## src/hdl/fit_block_allocator_macros.svh

```systemverilog
// Assertion macros for the fit block allocator.
`ifndef FIT_BLOCK_ALLOCATOR_MACROS_SVH
`define FIT_BLOCK_ALLOCATOR_MACROS_SVH
`ifndef NO_ASSERTIONS
`define FBA_ASSERT_SAME(label, clk, rst, ante, cons) \
  label: assert property (@(posedge clk) disable iff (rst) (ante) |-> (cons)) \
    else $error("fit block allocator assertion failed");
`define FBA_ASSERT_NEXT(label, clk, rst, ante, cons) \
  label: assert property (@(posedge clk) disable iff (rst) (ante) |=> (cons)) \
    else $error("fit block allocator assertion failed");
`else
`define FBA_ASSERT_SAME(label, clk, rst, ante, cons)
`define FBA_ASSERT_NEXT(label, clk, rst, ante, cons)
`endif
`endif

```

## src/hdl/fba_pkg.sv

```systemverilog
// Shared types and constants for the fit block allocator.
`default_nettype none
package fba_pkg;

  localparam int NUM_BLOCKS_DEF = 32;
  localparam int SIZE_BITS_DEF  = 16;

  localparam int REQ_W    = 2;
  localparam int INDEX_W  = 5;
  localparam int VALUE_W  = 16;
  localparam int MODE_W   = 2;
  localparam int COUNT_W  = 6;
  localparam int CFG_W    = 6;

  typedef enum logic [REQ_W-1:0] {
    REQ_LOAD  = 2'd0,
    REQ_CLEAR = 2'd1,
    REQ_ALLOC = 2'd2,
    REQ_NONE  = 2'd3
  } req_t;

  typedef enum logic [MODE_W-1:0] {
    MODE_FIRST = 2'd0,
    MODE_BEST  = 2'd1,
    MODE_WORST = 2'd2,
    MODE_ALT   = 2'd3
  } fit_mode_t;

  typedef enum logic {
    CFG_FIT_MODE      = 1'b0,
    CFG_BLOCKS_IN_USE = 1'b1
  } cfg_reg_t;

  typedef struct packed {
    logic      start;
    logic      cand_valid;
    fit_mode_t mode;
  } pick_ctl_t;

endpackage
`default_nettype wire

```

## src/hdl/fba_pick_unit.sv

```systemverilog
// Compare and select unit that keeps the candidate block of a scan chosen by the fit mode.
`default_nettype none
module fba_pick_unit import fba_pkg::*; #(
  parameter int IDX_W     = 5,
  parameter int SIZE_BITS = SIZE_BITS_DEF
) (
  input  wire logic                 clk,
  input  wire logic                 rst,
  input  wire pick_ctl_t            ctl,
  input  wire logic [IDX_W-1:0]     cand_index,
  input  wire logic [SIZE_BITS-1:0] cand_size,
  input  wire logic                 cand_used,
  input  wire logic [SIZE_BITS-1:0] want,
  output logic                      pick_found,
  output logic [IDX_W-1:0]          pick_index,
  output logic [SIZE_BITS-1:0]      pick_size
);

  logic fits;
  logic better;

  assign fits = !cand_used && (cand_size >= want);

  always_comb begin
    case (ctl.mode)
      MODE_BEST:  better = cand_size < pick_size;
      MODE_WORST: better = cand_size > pick_size;
      default:    better = 1'b0;
    endcase
  end

  always_ff @(posedge clk) begin
    if (rst) begin
      pick_found <= 1'b0;
    end else if (ctl.start) begin
      pick_found <= 1'b0;
    end else if (ctl.cand_valid && fits && (!pick_found || better)) begin
      pick_found <= 1'b1;
    end
  end

  always_ff @(posedge clk) begin
    if (ctl.cand_valid && fits && (!pick_found || better)) begin
      pick_index <= cand_index;
      pick_size  <= cand_size;
    end
  end

endmodule
`default_nettype wire

```

## src/hdl/fit_block_allocator.sv

```systemverilog
// Top level of the fit block allocator with table memory and scan sequencer.
`default_nettype none
`include "fit_block_allocator_macros.svh"
// The block holds a table of block sizes in a memory with one write port and one read port,
// with one used flag per block. Load and clear items are taken in the idle state and give no
// result. An allocate item scans the first blocks_in_use entries (saturated to NUM_BLOCKS)
// one entry per cycle through the memory read port and one shared compare unit, and keeps
// the block busy until its result is registered; when no entry takes part it skips the scan.
// A finished result sits in an output register, and the next item is accepted while
// it waits to be taken; a scan that ends while that register is still full waits, and the
// input stays stalled until the register is free.
module fit_block_allocator import fba_pkg::*; #(
  parameter int NUM_BLOCKS = NUM_BLOCKS_DEF,
  parameter int SIZE_BITS  = SIZE_BITS_DEF
) (
  input  wire logic               clk,
  input  wire logic               rst,
  input  wire logic               cfg_write,
  input  wire logic               cfg_index,
  input  wire logic [CFG_W-1:0]   cfg_data,
  input  wire logic               in_valid,
  output logic                    in_stall,
  input  wire logic [REQ_W-1:0]   req_type,
  input  wire logic [INDEX_W-1:0] block_index,
  input  wire logic [VALUE_W-1:0] size_value,
  output logic                    out_valid,
  input  wire logic               out_stall,
  output logic                    found,
  output logic [INDEX_W-1:0]      chosen_index,
  output logic [VALUE_W-1:0]      chosen_size
);

  localparam int IDX_W = $clog2(NUM_BLOCKS);
  localparam int LIM_W = $clog2(NUM_BLOCKS + 1);
  localparam int CMP_W = (LIM_W > COUNT_W) ? LIM_W : COUNT_W;
  localparam int EXT_W = (LIM_W > INDEX_W) ? LIM_W : INDEX_W;

  typedef enum logic [2:0] {
    ST_IDLE = 3'b001,
    ST_SCAN = 3'b010,
    ST_DONE = 3'b100
  } state_t;

  state_t                state;
  fit_mode_t             fit_mode;
  logic [COUNT_W-1:0]    blocks_in_use;
  logic [NUM_BLOCKS-1:0] used;
  logic [SIZE_BITS-1:0]  size_ram [NUM_BLOCKS];
  logic [SIZE_BITS-1:0]  rd_data;
  logic [SIZE_BITS-1:0]  want;
  logic [IDX_W-1:0]      addr;
  logic [IDX_W-1:0]      last_idx;
  logic                  issue_done;
  logic                  cand_valid;
  logic [IDX_W-1:0]      cand_index;

  logic                  accept;
  req_t                  req;
  logic [SIZE_BITS-1:0]  size_in;
  logic [EXT_W-1:0]      bidx_ext;
  logic                  load_ok;
  logic [CMP_W-1:0]      bu_ext;
  logic [LIM_W-1:0]      lim_sat;
  logic                  out_free;

  pick_ctl_t             ctl;
  logic                  pick_found;
  logic [IDX_W-1:0]      pick_index;
  logic [SIZE_BITS-1:0]  pick_size;

  assign in_stall = (state != ST_IDLE);
  assign accept   = in_valid && !in_stall;
  assign req      = req_t'(req_type);
  assign size_in  = SIZE_BITS'(size_value);
  assign bidx_ext = EXT_W'(block_index);
  assign load_ok  = accept && (req == REQ_LOAD) && (bidx_ext < EXT_W'(NUM_BLOCKS));
  assign bu_ext   = CMP_W'(blocks_in_use);
  assign lim_sat  = (bu_ext > CMP_W'(NUM_BLOCKS)) ? LIM_W'(NUM_BLOCKS) : LIM_W'(bu_ext);
  assign out_free = !out_valid || !out_stall;

  assign ctl.start      = accept && (req == REQ_ALLOC);
  assign ctl.cand_valid = cand_valid;
  assign ctl.mode       = fit_mode;

  always_ff @(posedge clk) begin
    if (load_ok) begin
      size_ram[bidx_ext[IDX_W-1:0]] <= size_in;
    end
    rd_data <= size_ram[addr];
  end

  fba_pick_unit #(
    .IDX_W     (IDX_W),
    .SIZE_BITS (SIZE_BITS)
  ) u_pick (
    .clk        (clk),
    .rst        (rst),
    .ctl        (ctl),
    .cand_index (cand_index),
    .cand_size  (rd_data),
    .cand_used  (used[cand_index]),
    .want       (want),
    .pick_found (pick_found),
    .pick_index (pick_index),
    .pick_size  (pick_size)
  );

  always_ff @(posedge clk) begin
    if (rst) begin
      state         <= ST_IDLE;
      fit_mode      <= MODE_FIRST;
      blocks_in_use <= '0;
      used          <= '0;
      out_valid     <= 1'b0;
      issue_done    <= 1'b0;
      cand_valid    <= 1'b0;
    end else begin
      if (cfg_write) begin
        unique case (cfg_reg_t'(cfg_index))
          CFG_FIT_MODE:      fit_mode <= fit_mode_t'(cfg_data[MODE_W-1:0]);
          CFG_BLOCKS_IN_USE: blocks_in_use <= cfg_data[COUNT_W-1:0];
          default:           ;
        endcase
      end
      if ((state == ST_DONE) && out_free) begin
        out_valid <= 1'b1;
      end else if (out_valid && !out_stall) begin
        out_valid <= 1'b0;
      end
      cand_valid <= (state == ST_SCAN) && !issue_done;
      unique case (state)
        ST_IDLE: begin
          if (accept) begin
            unique case (req)
              REQ_CLEAR: used <= '0;
              REQ_ALLOC: begin
                issue_done <= 1'b0;
                state      <= (lim_sat == '0) ? ST_DONE : ST_SCAN;
              end
              default: ;
            endcase
          end
        end
        ST_SCAN: begin
          if (!issue_done && (addr == last_idx)) begin
            issue_done <= 1'b1;
          end
          if (cand_valid && (cand_index == last_idx)) begin
            state <= ST_DONE;
          end
        end
        ST_DONE: begin
          if (out_free) begin
            if (pick_found) begin
              used[pick_index] <= 1'b1;
            end
            state <= ST_IDLE;
          end
        end
        default: state <= ST_IDLE;
      endcase
    end
  end

  always_ff @(posedge clk) begin
    cand_index <= addr;
    if (ctl.start) begin
      want     <= size_in;
      addr     <= '0;
      last_idx <= IDX_W'(lim_sat - LIM_W'(1));
    end else if ((state == ST_SCAN) && !issue_done) begin
      addr <= addr + IDX_W'(1);
    end
    if ((state == ST_DONE) && out_free) begin
      found        <= pick_found;
      chosen_index <= pick_found ? INDEX_W'(pick_index) : '0;
      chosen_size  <= pick_found ? VALUE_W'(pick_size) : '0;
    end
  end

  `FBA_ASSERT_SAME(a_cand_in_scan, clk, rst, cand_valid, state == ST_SCAN)
  `FBA_ASSERT_NEXT(a_done_delivers, clk, rst, (state == ST_DONE) && out_free,
                   (state == ST_IDLE) && out_valid)
  `FBA_ASSERT_SAME(a_miss_is_zero, clk, rst, out_valid && !found,
                   (chosen_index == '0) && (chosen_size == '0))
  `FBA_ASSERT_SAME(a_pick_fits, clk, rst, pick_found, pick_size >= want)

endmodule
`default_nettype wire
```

## config.mk

```make
export PLATFORM = sky130hd
export DESIGN_NAME = fit_block_allocator
export DESIGN_NICKNAME = d
export VERILOG_FILES = /design/src/hdl/fba_pkg.sv /design/src/hdl/fba_pick_unit.sv /design/src/hdl/fit_block_allocator.sv
export VERILOG_INCLUDE_DIRS = /design/src /design/src/hdl
export SDC_FILE = /design/constraint.sdc
export NUM_CORES = 1
export LEC_CHECK = 0
export ABC_AREA = 1
export BUFFER_PORTS_ARGS = -buffer_cell sky130_fd_sc_hd__clkbuf_2
export CORE_ASPECT_RATIO = 0.7
export CORE_MARGIN = 1
export CORE_UTILIZATION = 40
export DETAILED_ROUTE_END_ITERATION = 16
export PLACE_DENSITY = 0.64
export SYNTH_ARGS = -nofsm -noshare
export SYNTH_HDL_FRONTEND = slang
export SYNTH_HIERARCHICAL = 1
export SYNTH_SLANG_ARGS = --single-unit
export TNS_END_PERCENT = 100
```

## constraint.sdc

```tcl
create_clock -name clk -period 2.3 [get_ports clk]
set_input_delay 0 -clock clk [delete_from_list [all_inputs] [get_ports clk]]
set_output_delay 0 -clock clk [all_outputs]
set_load 0.01 [all_outputs]
```

After elaboration in Yosys (flattened, before gate mapping)
Memory sizes are Yosys's and may differ from the RTL's. A register that Yosys moved wholly into a read port is not among the register bits.
Index checks and enable logic that the tools add are counted.
{"block": "word_totals", "register_bits": 121, "output_inout_bits": 24, "word_cells": 104, "rom_bits": 0, "ramBits": 512, "in_bits": 35, "n_memories": 1, "latchBits": 0}
{"memory": "size_ram", "depth": 32, "word_bits": 16, "rd": 1, "rd_ports_with_merged_regs": 1, "write_ports": 1, "line_no": "fit_block_allocator.sv:48", "rtl": "logic [SIZE_BITS-1:0] size_ram [NUM_BLOCKS];"}
{"block": "classes", "div_mod_pow": 0, "shift": 0, "n_mul": 0, "n_lt_le_gt_ge": 8, "bitwise": 2, "add_sub_neg": 2, "muxes": 25, "eq_ne": 17, "n_reduce_logical": 32}
{"op": "$mux W32", "count": 4}
{"op": "$pmux W32 S2", "count": 1}
{"op": "$or A32 B32 Y32", "count": 1}
{"op": "$lt A5 B6 Y1 const B", "count": 3}
{"op": "$ge A16 B16 Y1", "count": 1}
{"op": "$gt A16 B16 Y1", "count": 1}
{"op": "$lt A16 B16 Y1", "count": 1}
{"op": "$mux W3", "count": 5}
{"op": "$logic_and A1 B1 Y1", "count": 13}
{"op": "$eq A5 B5 Y1", "count": 2}
{"op": "$mux W1", "count": 9}
{"op": "$pmux W3 S3", "count": 1}
{"op": "$ne A2 B1 Y1 const B", "count": 4}
{"op": "$reduce_and A4 Y1", "count": 2}
{"op": "$gt A6 B6 Y1 const B", "count": 1}
{"op": "$logic_not A1 Y1", "count": 6}
{"op": "$logic_not A6 Y1", "count": 1}
{"op": "$mux W6", "count": 1}
{"op": "$ne A2 B2 Y1 const B", "count": 3}
{"op": "$reduce_bool A2 Y1", "count": 3}
{"op": "$add A5 B1 Y5 const B", "count": 1}
{"op": "$bmux W1 S5", "count": 1}
{"op": "$demux W1 S5", "count": 1}
{"op": "$ge A5 B1 Y1 const B", "count": 1}
{"op": "14 further kinds", "count": 19}

Longest topological paths before layout
Gate-level depths: netlist of the first run.
{"block": "logic_depth", "word_depth": 8, "mapped_depth": 14}

Cells and area by module
The synthesis of the first run kept the hierarchy.
{"mod": "fit_block_allocator", "area_each_um2": 25379.3, "cells_each": 2224, "instances": 1, "seq_area_each_um2": 18107.4}
{"mod": "fba_pick_unit", "area_each_um2": 1621.6, "cells_each": 177, "instances": 1, "seq_area_each_um2": 650.6}

Worst setup path after synthesis of the first run
Ideal clock, no wire load.
{"block": "synth_timing", "path_kind": "register -> register", "start": "reg cand_index[1]", "end": "reg u_pick.pick_index[0], enable pin", "period_less_slack_ns": 2.352, "setup_slack_ns": -0.052, "stages_incl_launch_ff": 14, "arrival_time_ns": 1.967, "setup_time_ns": 0.385, "path_cell_list": "dfxtp_1 -> buf_2 -> clkinv_1 -> a21oi_1 -> o21ai_0 -> nand3_1 -> nand2_1 -> nand2_1 -> nand2_1 -> nand2_1 -> nand2_1 -> nor2_1 -> nand2_2 -> a21oi_2"}
{"block": "synth_between", "elab_chain_cells": 6}
{"element": "start: declaration", "line_no": "fit_block_allocator.sv:55", "rtl": "logic [IDX_W-1:0] cand_index;"}
{"element": "start signal: assignment", "line_no": "fit_block_allocator.sv:166", "rtl": "cand_index <= addr;"}
{"element": "$bmux W1 S5", "line_no": "fit_block_allocator.sv:101", "rtl": ".cand_used (used[cand_index]),"}
{"element": "$mux W1 (implied by the code)", "line_no": "fit_block_allocator.sv:101"}
{"element": "$logic_not A1 Y1", "line_no": "fba_pick_unit.sv:22", "rtl": "assign fits = !cand_used && (cand_size >= want);"}
{"element": "$logic_and A1 B1 Y1", "line_no": "fba_pick_unit.sv:22"}
{"element": "$logic_and A1 B1 Y1 (2 in a row)", "line_no": "fba_pick_unit.sv:43", "rtl": "if (ctl.cand_valid && fits && (!pick_found || better)) begin"}
{"element": "end signal: assignment", "line_no": "fba_pick_unit.sv:44", "rtl": "pick_index <= cand_index;"}
{"element": "end: declaration", "line_no": "fba_pick_unit.sv:15", "rtl": "output logic [IDX_W-1:0] pick_index,"}
Every way passes these cells. The select of a mux whose other input is x is not followed.
A chain may end at the register's enable or synchronous reset.

Worst setup path after layout of the first run
{"block": "layout_timing", "start": "reg blocks_in_use[5]", "end": "reg state[2]"}
{"block": "layout_between", "elab_chain_cells": 7}
{"element": "start: declaration", "line_no": "fit_block_allocator.sv:46", "rtl": "logic [COUNT_W-1:0] blocks_in_use;"}
{"element": "start signal: assignment", "line_no": "fit_block_allocator.sv:121", "rtl": "CFG_BLOCKS_IN_USE: blocks_in_use <= cfg_data[COUNT_W-1:0];"}
{"element": "$gt A6 B6 Y1", "line_no": "fit_block_allocator.sv:78", "rtl": "assign lim_sat = (bu_ext > CMP_W'(NUM_BLOCKS)) ? LIM_W'(NUM_BLOCKS) : LIM_W'(bu_ext);"}
{"element": "$mux W6 *", "line_no": "fit_block_allocator.sv:78"}
{"element": "$logic_not A6 Y1 *", "line_no": "fit_block_allocator.sv:138", "rtl": "state <= (lim_sat == '0) ? ST_DONE : ST_SCAN;"}
{"element": "$mux W3 *", "line_no": "fit_block_allocator.sv:138"}
{"element": "$mux W3 *", "line_no": "fit_block_allocator.sv:134", "rtl": "unique case (req)"}
{"element": "$mux W3 *", "line_no": "fit_block_allocator.sv:133", "rtl": "if (accept) begin"}
{"element": "$pmux W3 S3 *", "line_no": "fit_block_allocator.sv:131", "rtl": "unique case (state)"}
{"element": "end signal: assignment", "line_no": "fit_block_allocator.sv:138"}
{"element": "end: declaration", "line_no": "fit_block_allocator.sv:44", "rtl": "state_t state;"}
Every way passes the cells marked *; elsewhere a longest branch is shown, timed or not. The select of a mux whose other input is x is not followed.

==> results of run 1 <==
per-stage QoR:
step | area, um2 | hold WS, ns
floorplan | 27010 | 0.06907
global route | 30960 | 0.08637
detailed placement | 28880 | 0.2584
CTS | 30930 | 0.04010
global placement | 28880 | 0.2623
finish | 30960 | 0.06706
layout make-up:
class | count | area [um2]
Clock buffer | 79 | 1622
Clock inverter | 31 | 232.7
Fill cell | 5928 | 35660
Inverter | 208 | 789.5
Multi-Input combinational cell | 1428 | 6842
Sequential cell | 649 | 18770
Tap cell | 891 | 1115
Timing Repair Buffer | 166 | 1589
Timing Repair inverter | 1 | 5.005
worst reg2reg max path, delay by kind of cell, from the launching register on:
family          cells  cell delay (ns)
compound gates      1             0.15
flops               1             0.38
buf+inv             2             0.70
fa+ha+maj           1             0.23
simple gates        6             0.64
layer usage:
| metal | wire, um | track usage | up-vias |
|---|---|---|---|
| met5 | 0 | 0 | - |
| met4 | 1260 | 0.05024 | 0 |
| met3 | 6326 | 0.04971 | 84 |
| met1 | 28620 | 0.2682 | 8815 |
| li1 | - | - | 8462 |
| met2 | 30820 | 0.3115 | 661 |
repair_timing:
action | CTS | global route
setup buffers | 0 | 2
hold endpoints to repair | 16 | 0
hold buffers | 20 | 0
setup endpoints to repair | 0 | 463
resized for setup | 0 | 3
where the power goes:
group | internal [uW] | switching, uW | total, uW
Sequential | 12900 | 99.6 | 13000
Clock | 5190 | 4360 | 9550
Combinational | 704 | 1590 | 2290
Total | 18800 | 6050 | 24900
state kept, by name (all words and copies together) (netlist names):
register,count
addr,5
blocks_in_use,6
u_pick/pick_found,1
size_ram,512
chosen_size,16
state,3
u_pick/pick_size,16
cand_valid,1
rd_data,16
fit_mode,2
chosen_index,5
out_valid,1
cand_index,5
last_idx,5
want,16
issue_done,1
used,32
u_pick/pick_index,5
found,1
path summary, 6_finish.rpt:
path / start / end / slack [ns] / depth (start not counted)
setup / recovery: blocks_in_use[5] / state[2] / 0.14 / 10
hold / removal: cfg_write / blocks_in_use[0] / 0.07 / 4
setup reg to reg: blocks_in_use[5] / state[2] / 0.14 / 10
hold reg to reg: rd_data[0] / u_pick/pick_size[0] / 0.46 / 0
logic make-up after synthesis:
group / count (synthesis)
buffers and inverters: 324
adders and majority gates: 36
and+or+nand+nor: 921
xor gates and xnor gates: 8
DFF: 649
AOI/OAI and AO/OA: 463
synth_stat cells (all sizes together):
cell / count
a21o: 2
a21oi: 72
buf: 73
clkbuf: 43
clkinv: 5
dfxtp: 73
edfxtp: 576
ha: 36
inv: 203
nand2: 282
nand3: 92
nand4: 5
nor2: 493
nor3: 14
nor3b: 1
o211ai: 64
o21ai: 309
o21bai: 16
or2: 34
xnor2: 3
xor2: 5
==> results_dict.tcl, run 1 <==
set metrics [dict create \
    crit_type "flop to flop" \
    run_status "finished clean" \
    drc 0 \
    fmax_mhz 464.0 \
    hold_viol 0 \
    first_pass_iters 6 \
    finalCritPeriodShare 0.9371 \
    fin_util 0.4647 \
    synthDistinctLibCells 39 \
    crit_family "buffers and inverters" \
    tightest_slew_ns 1.044 \
    crit_buf_inv 2 \
    dp_hpwl_um 42510 \
    die_x_um 312.5 \
    start_util 0.4053 \
    finalSetupViolations 0 \
    cp_slowest_cell "dlygate4sd3_1" \
    grt_usage 0.1960 \
    final.setup.tns_ns 0 \
    grt_pass1_vias 17510 \
    ys_seq_elements 649 \
    setup_ws_ns 0.1448 \
    ys_top_cells_by_area "edfxtp_1 64%, nor2_1 6.8%, dfxtp_1 5.4%" \
    max_stage_delay_ns 0.57 \
    drtAntennaViolNets 0 \
    grt_pass1_wl_um 101900 \
    final_common_cell "edfxtp_1" \
    die_y_um 219.4 \
    drive_gt1_frac 0.1132 \
    grt_antenna_before_repair 2 \
    drt_iter0_drc 2003 \
    vias_per_cell 5.219 \
    synth_simple_gate_area_frac 0.1392 \
    synthAdderAreaFrac 0.01668 \
    syn_avg_cell_area_um2 11.25 \
    synth_top_family_by_area "simple AND/OR/NAND/NOR gates" \
    cts_tree "yes" \
    routed-via-count 18020 \
    cts_buffer_depth 3 \
    cp_common_cell "nand2_1" \
    avgRoutedWirePerCell_um 19.41 \
    layout_min_cycle_time_ns 2.155 \
    muxShareOfSynthArea 0 \
    p_leak_uw 0.01130 \
    yosys_warnings 6 \
    clk_pin_slew_ns 0.06 \
    gr-total-overflow 0 \
    rows 79 \
    grt_max_degree 95 \
    areaGrowthSynthToFinish_pct 14.67 \
    final_cell_mix "576 x edfxtp_1, 488 x nor2_1, 276 x nand2_1, 220 x o21ai_0, 196 x inv_1" \
    ir_worst_vdd_v 0.0006386 \
    drv_cap 0 \
    arrival_ns 2.74 \
    syn_inst 2401 \
    dp_slack_ns 0.03857 \
    dp_cells 3320 \
    total_power_uw 24880 \
    hp-class "primary input to flop" \
    path_cells "inv_1, nand2_1, ha_1, nand2_1, nor2_1, nand3_1, nand2_1, nand4_1, a21oi_1, dlygate4sd3_1" \
    clock_sinks 649 \
    drt-total-wl_um 67020 \
    synth_area_leader_cell "edfxtp_1" \
    clock_skew_ns 0.02520 \
    root_buffer "clkbuf_16" \
    n_antenna_cell 0 \
    syn_nets 2472 \
    startpoint_type "flop" \
    globalplace.congestion 0.9108 \
    final_cells 3453 \
    max_slew_margin 0.3041 \
    io_pins 59 \
    slew_violations 0 \
    cp.required_ns 2.88 \
    nNetsFinal 2584 \
    p_per_area_mw_per_mm2 803.6 \
    h-tree-depth 2 \
    core_mm2 0.06662 \
    critPathMaxFanout 4 \
    yosysSeqAreaShare 0.6947 \
    synth-compound-area-share 0.09439 \
    netlist_area_mm2 0.02700 \
    synth_top_area_share 0.6406 \
    cp-end-kind "flop" \
    clock_latency_ns 0.65 \
    rsz0062_at_grt "no" \
    port_buffers 58 \
    die_area_mm2 0.06856 \
    cts_inserted_buffers 59 \
    synth-xor-area-share 0.002595 \
]
No activity file was read; power rests on OpenSTA's default activity.
==> run 2: changes to the inputs <==
CORE_MARGIN = 3   (was 1)
SYNTH_HIERARCHICAL = default   (was 1)
==> run 2 against run 1 <==
Core utilization increased by 1.5 points. Register-to-register slack worse by 0.04 ns. Sequential power about the same. Fmax decreased by 1.6%. Die area decreased by 0.12%. Critical path type unchanged. Critical endpoint is now rd_data[6]. Largest power group unchanged.
==> results_dict.tcl, run 2 <==
set metrics [dict create \
    arrival_ns 2.77 \
    drc 0 \
    n_antenna_cell 0 \
    io_pins 59 \
    start_util 0.4091 \
    yosysSeqAreaShare 0.7179 \
    grt_max_degree 100 \
    syn_inst 2181 \
    ys_top_cells_by_area "edfxtp_1 66%, o21ai_0 5.6%, dfxtp_1 5.6%" \
    largest_register_ffs 512 \
    crit_type "flop to flop" \
    placed_area_mm2 0.02827 \
    final_cells 3276 \
    final.setup.tns_ns 0 \
    yosys_warnings 0 \
    final_common_cell "edfxtp_1" \
    slew_violations 0 \
    synthDistinctLibCells 40 \
    cts_inserted_buffers 61 \
    cp.required_ns 2.88 \
    ff2ff_setup_slack_ns 0.11 \
    die_x_um 311.5 \
    grt_pass1_vias 17160 \
    hold_viol 0 \
    p_clk_frac 0.393 \
    clock_latency_ns 0.64 \
    r2r_cells 9 \
    cp-end-kind "flop" \
    rsz0062_at_grt "yes" \
    h-tree-depth 2 \
    drt_iter0_drc 2650 \
    synth_area_leader_cell "edfxtp_1" \
    critPathMaxFanout 99 \
    dp_hpwl_um 48170 \
    syn_avg_cell_area_um2 11.98 \
    hp-start "block_index[4]" \
    netSwitchingPower_uw 6299 \
    p_int_uw 19620 \
    async_reset_ff_frac 0 \
    p_leak_uw 0.01088 \
    startpoint_type "flop" \
    rr_endpoint "rd_data[6]" \
    syn_nets 2253 \
    die_y_um 219.8 \
    root_buffer "clkbuf_16" \
    synth_edf_count 576 \
    combinationalPowerShare 0.101 \
    min_to "size_ram[26][8]" \
    synth_top_area_share 0.6619 \
    port_buffers 58 \
    drt-total-wl_um 74920 \
    fin_util 0.4801 \
    fmax_mhz 456.4 \
    reg2reg_from "addr[0]" \
    max_slew_margin 0.2797 \
    cts_tree "yes" \
    finalSetupViolations 0 \
    finalInstanceArea_mm2 0.03067 \
    final_cell_mix "576 x edfxtp_1, 372 x nor2_1, 293 x o21ai_0, 187 x nand2_1, 161 x inv_1" \
    synth.most_common_cell "edfxtp_1" \
    netlist_area_mm2 0.02613 \
    grt_pass1_wl_um 110800 \
    p_per_area_mw_per_mm2 845.2 \
    hp-class "primary input to flop" \
    clock_sinks 649 \
    clk_pin_slew_ns 0.07 \
    globalplace.congestion 0.9020 \
    grt_antenna_before_repair 1 \
    ys_seq_elements 649 \
    ir_worst_vdd_v 0.0006702 \
    first_pass_iters 6 \
    nNetsFinal 2429 \
    areaGrowthSynthToFinish_pct 17.36 \
    core_mm2 0.06388 \
    avgRoutedWirePerCell_um 22.87 \
    die_area_mm2 0.06848 \
    ys.flop_type "edfxtp_1" \
    drv_cap 0 \
    vias_per_cell 5.557 \
    tightest_slew_ns 1.080 \
    clock_skew_ns 0.02735 \
    gr-total-overflow 0 \
    layout_min_cycle_time_ns 2.191 \
    routed-via-count 18200 \
    rows 77 \
    dp_cells 3129 \
    cts_buffer_depth 3 \
    grt_usage 0.2154 \
    switching_share 0.2430 \
    finalCritPeriodShare 0.9526 \
    yosys-top-cells-count "576 x edfxtp_1, 377 x nor2_1, 294 x o21ai_0" \
    run_status "finished clean" \
    drtAntennaViolNets 0 \
    worstHoldPathCells 4 \
    p_seq_frac 0.505 \
    drive_gt1_frac 0.1271 \
]
-- run 2: cell count changes after synthesis, sizes merged, moves of 19 or more --
cell	previous run	this run
o22ai	0	67
nor2	493	378
a21oi	72	53
clkbuf	43	79
inv	203	164
nand2	282	187
buf	73	36
-- run 2: what timing repair did --
action	in CTS	in global routing
endpoints found under the setup margin	9	66
endpoints found under the hold margin	243	0
hold buffers	32	0
gates resized for setup	0	16
gates cloned	0	1
buffers inserted	1	0
pin swaps	1	2
-- run 2: per-layer routing --
metal  track usage  wire (um)  part of all wire  vias to the layer above
li1              -          -                 -                     8125
met1        0.3153      32260              0.43                     8952
met2        0.3100      31430              0.42                     1023
met3       0.06731       9675              0.13                      104
met4       0.05655       1551             0.021                        0
met5             0          0                 0                        -
-- run 2: through the flow --
| step | power [uW] | worst slack (ns) | hold WS, ns |
|---|---|---|---|
| 6_report | 25920 | 0.1090 | 0.08250 |
| 5_1_grt | 26790 | -0.01631 | 0.08897 |
| 4_1_cts | 25940 | 0.06929 | 0.04404 |
| 3_5_place_dp | 15830 | 0.03609 | 0.2670 |
| 3_3_place_gp | 15790 | 0.01416 | 0.2636 |
| 2_1_floorplan | 14610 | 0.07537 | 0.06907 |
-- run 2: cell type report --
type	instances	area, um2
Clock inverter	39	414.1
Clock buffer	74	1575
Multi-Input combinational cell	1250	6270
Inverter	167	631.9
Fill cell	5594	33210
Tap cell	869	1087
Sequential cell	649	18770
Timing Repair Buffer	228	1916
-- run 2: kinds of logic after synthesis --
| group | share of synthesized area |
|---|---|
| AND/OR/NAND/NOR | 0.1093 |
| flip-flops | 0.7179 |
| AO/OA/AOI/OAI | 0.1100 |
| buffers and inverters | 0.04314 |
| adder cells (fa/ha/maj) | 0.01772 |
| XOR/XNOR | 0.002011 |
-- run 2: power by group through the flow --
stage / clock network (uW) / logic [uW] / registers (uW)
3_5_place_dp: 0 / 2480 / 13300
4_1_cts: 10300 / 2540 / 13100
3_3_place_gp: 0 / 2450 / 13300
5_1_grt: 10800 / 2860 / 13100
2_1_floorplan: 0 / 1370 / 13200
6_report: 10200 / 2630 / 13100
-- run 2: critical path, cell delays in order (launching register included) --
cell and delay, ns:
dfxtp_4 0.42, buf_4 0.15, buf_12 0.31, buf_4 0.25
nor2_1 0.06, o22ai_1 0.27, nand2_1 0.26, nand4_1 0.17
o21ai_1 0.08, inv_1 0.05
-- run 2: worst max-delay path by stage --
stage,startpoint,to,slack [ns],cells after the start
finish,addr[0],rd_data[6],0.11,9
global route,addr[0],rd_data[9],-0.02,9
CTS,addr[1],rd_data[10],0.07,8
detailed placement,state[0],size_ram[12][1],0.04,9
global placement,state[0],size_ram[12][0],0.01,9
floorplan,state[0],addr[0],0.08,7
==> run 3: changes to the inputs <==
ABC_AREA = default   (was 1)
==> run 3 against run 2 <==
The run now ends with setup timing left. Non-clock buffer count is 2 higher. Combinational power is 71% lower. Register-to-register slack worse by 0.19 ns. Fmax is 7.9% lower. Clock power is 8% lower. Global-route usage is 3.9 points lower. Largest cell class unchanged.
==> results_dict.tcl, run 3 <==
set metrics [dict create \
    total_power_uw 23050 \
    tightest_slew_ns 0.7629 \
    yosys-top-cells-count "576 x edfxtp_1, 165 x mux4_2, 93 x nor2_1" \
    dp_slack_ns -0.4681 \
    nNetsFinal 1584 \
    synth_edf_count 576 \
    drt-total-wl_um 58310 \
    yosys_warnings 0 \
    dp_hpwl_um 36740 \
    synth_top_family_by_area "multiplexers" \
    async_reset_ff_frac 0 \
    critPathCapture "u_pick.pick_size[11]" \
    ys.flop_type "edfxtp_1" \
    core_mm2 0.06209 \
    cp_common_cell "nor3_1" \
    rsz0062_at_grt "yes" \
    hp-start "size_value[14]" \
    vias_per_cell 5.405 \
    p_leak_uw 0.009961 \
    syn_inst 1277 \
    cp-startpoint "rd_data[2]" \
    drv_cap 0 \
    path_cells "ha_1, nor3_1, nor3_1, a221o_1, o211ai_1, buf_4, a21oi_4, buf_12" \
    globalplace.congestion 0.8501 \
    drt_iter0_drc 1402 \
    fmax_mhz 420.4 \
    start_util 0.4078 \
    hp-class "primary input to flop" \
    hold_viol 0 \
    avgRoutedWirePerCell_um 24.48 \
    failed_checks "setup timing" \
    synth_top_area_share 0.6831 \
    clk_pin_slew_ns 0.06 \
    largest_register_ffs 512 \
    syn_nets 1349 \
    rows 76 \
    grt_pass1_vias 13250 \
    cts_inserted_buffers 58 \
    netlist_area_mm2 0.02532 \
    startpoint_type "flop" \
    grt_pass1_wl_um 86780 \
    synth-xor-area-share 0.005534 \
    routed-via-count 12870 \
    slew_violations 0 \
    yosysSeqAreaShare 0.7408 \
    cts_tree "yes" \
    crit_type "flop to flop" \
    r2r_cells 8 \
    max_stage_delay_ns 0.55 \
    drc 0 \
    first_pass_iters 5 \
    synth_simple_gate_area_frac 0.04012 \
    critPathMaxFanout 8 \
    grt_usage 0.1760 \
    cp_slowest_cell "dfxtp_1" \
    synth_area_leader_cell "edfxtp_1" \
    muxShareOfSynthArea 0.1568 \
    cp.required_ns 2.68 \
    port_buffers 58 \
    worstHoldPathCells 1 \
    gr-total-overflow 0 \
    final_cell_mix "576 x edfxtp_1, 165 x mux4_2, 77 x buf_4, 63 x dfxtp_1, 62 x clkbuf_16" \
    areaGrowthSynthToFinish_pct 21.09 \
    final_cells 2382 \
    drive_gt1_frac 0.3438 \
    run_status "complete, but fails checks" \
    arrival_ns 2.76 \
    h-tree-depth 2 \
    syn_avg_cell_area_um2 19.83 \
    synthAdderAreaFrac 0.01828 \
    io_pins 59 \
    finalSetupViolations 23 \
    finalCritPeriodShare 1.034 \
    ff2ff_setup_slack_ns -0.08 \
    ir_worst_vdd_v 0.0005372 \
    setup_ws_ns -0.07896 \
    die_x_um 306.7 \
    clock_skew_ns 0.04598 \
    dp_cells 2221 \
    rr_endpoint "u_pick.pick_size[11]" \
    cts_buffer_depth 3 \
    synthDistinctLibCells 50 \
    max_slew_margin 0.4914 \
    clock_latency_ns 0.62 \
    root_buffer "clkbuf_16" \
    clock_sinks 649 \
    synth.most_common_cell "edfxtp_1" \
    synth-compound-area-share 0.02135 \
    grt_antenna_before_repair 6 \
    layout_min_cycle_time_ns 2.379 \
    p_per_area_mw_per_mm2 751.7 \
    reg2reg_from "rd_data[2]" \
    ys_seq_elements 649 \
    whs_ns 0.04315 \
    final_common_cell "edfxtp_1" \
    die_y_um 216.5 \
    die_area_mm2 0.06641 \
    cp-end-kind "flop" \
    ys_top_cells_by_area "edfxtp_1 68%, mux4_2 15%, dfxtp_1 5.8%" \
    drtAntennaViolNets 0 \
    grt_max_degree 46 \
]
-- run 3: logic make-up after synthesis --
kind of cell | count (synthesis)
DFF | 649
and+or+nand+nor | 211
muxes | 188
buffers and inverters | 94
AOI/OAI and AO/OA | 82
adders and majority gates | 37
xor gates and xnor gates | 16
-- run 3: per-stage QoR --
step	TNS [ns]	util	instance area [um2]
global route	-4.349	0.4938	30660
detailed placement	-9.854	0.4500	27950
finish	-1.395	0.4938	30660
CTS	-0.9250	0.4903	30450
global placement	-7.444	0.4500	27950
floorplan	-57.09	-	25440
-- run 3: worst min-delay path by stage --
stage,end,slack (ns)
2_1_floorplan,size_ram[0][0],0.1
3_3_place_gp,blocks_in_use[2],0.24
3_5_place_dp,blocks_in_use[2],0.25
4_1_cts,size_ram[14][14],0.01
5_1_grt,size_ram[14][14],0.08
6_report,size_ram[28][14],0.04
-- run 3: where the power goes --
part | total [uW] | switching, uW | internal, uW
combinational | 758 | 439 | 320
sequential | 12900 | 35.3 | 12900
clock | 9400 | 4290 | 5100
total | 23000 | 4770 | 18300
-- run 3: area by class of cell --
type	count	area [um2]
fillers	5001	31430
flip-flops and latches	649	18780
multi-input cells	535	6460
repair buffers	230	2419
clock buffers	77	1543
well taps	819	1025
clock inverters	33	292.8
inverters	38	142.6
diodes	1	2.502
-- run 3: worst max-delay path, delay by kind of cell (launching register included) --
family,cells,cell delay [ns]
AO/OA/AOI/OAI,3,0.64
flip-flops,1,0.55
buffers and inverters,2,0.36
AND/OR/NAND/NOR,2,0.33
adder cells (fa/ha/maj),1,0.30
-- run 3: per-layer routing --
metal / up-vias / wire (um) / track usage / part of all wire
met4: 6 / 699 / 0.02909 / 0.012
met3: 67 / 5502 / 0.05363 / 0.094
met5: - / 39 / 0 / 0.00067
met1: 6730 / 27380 / 0.2730 / 0.47
met2: 447 / 24690 / 0.2481 / 0.42
li1: 5624 / - / - / -
-- run 3: repair_timing --
action                                  CTS  global route
pin swaps                                 6            12
endpoints found under the setup margin   46           575
buffers inserted                         13             4
hold buffers                             29             0
hold endpoints to repair                 15             0
gates cloned                              5             4
resized for setup                        34            35
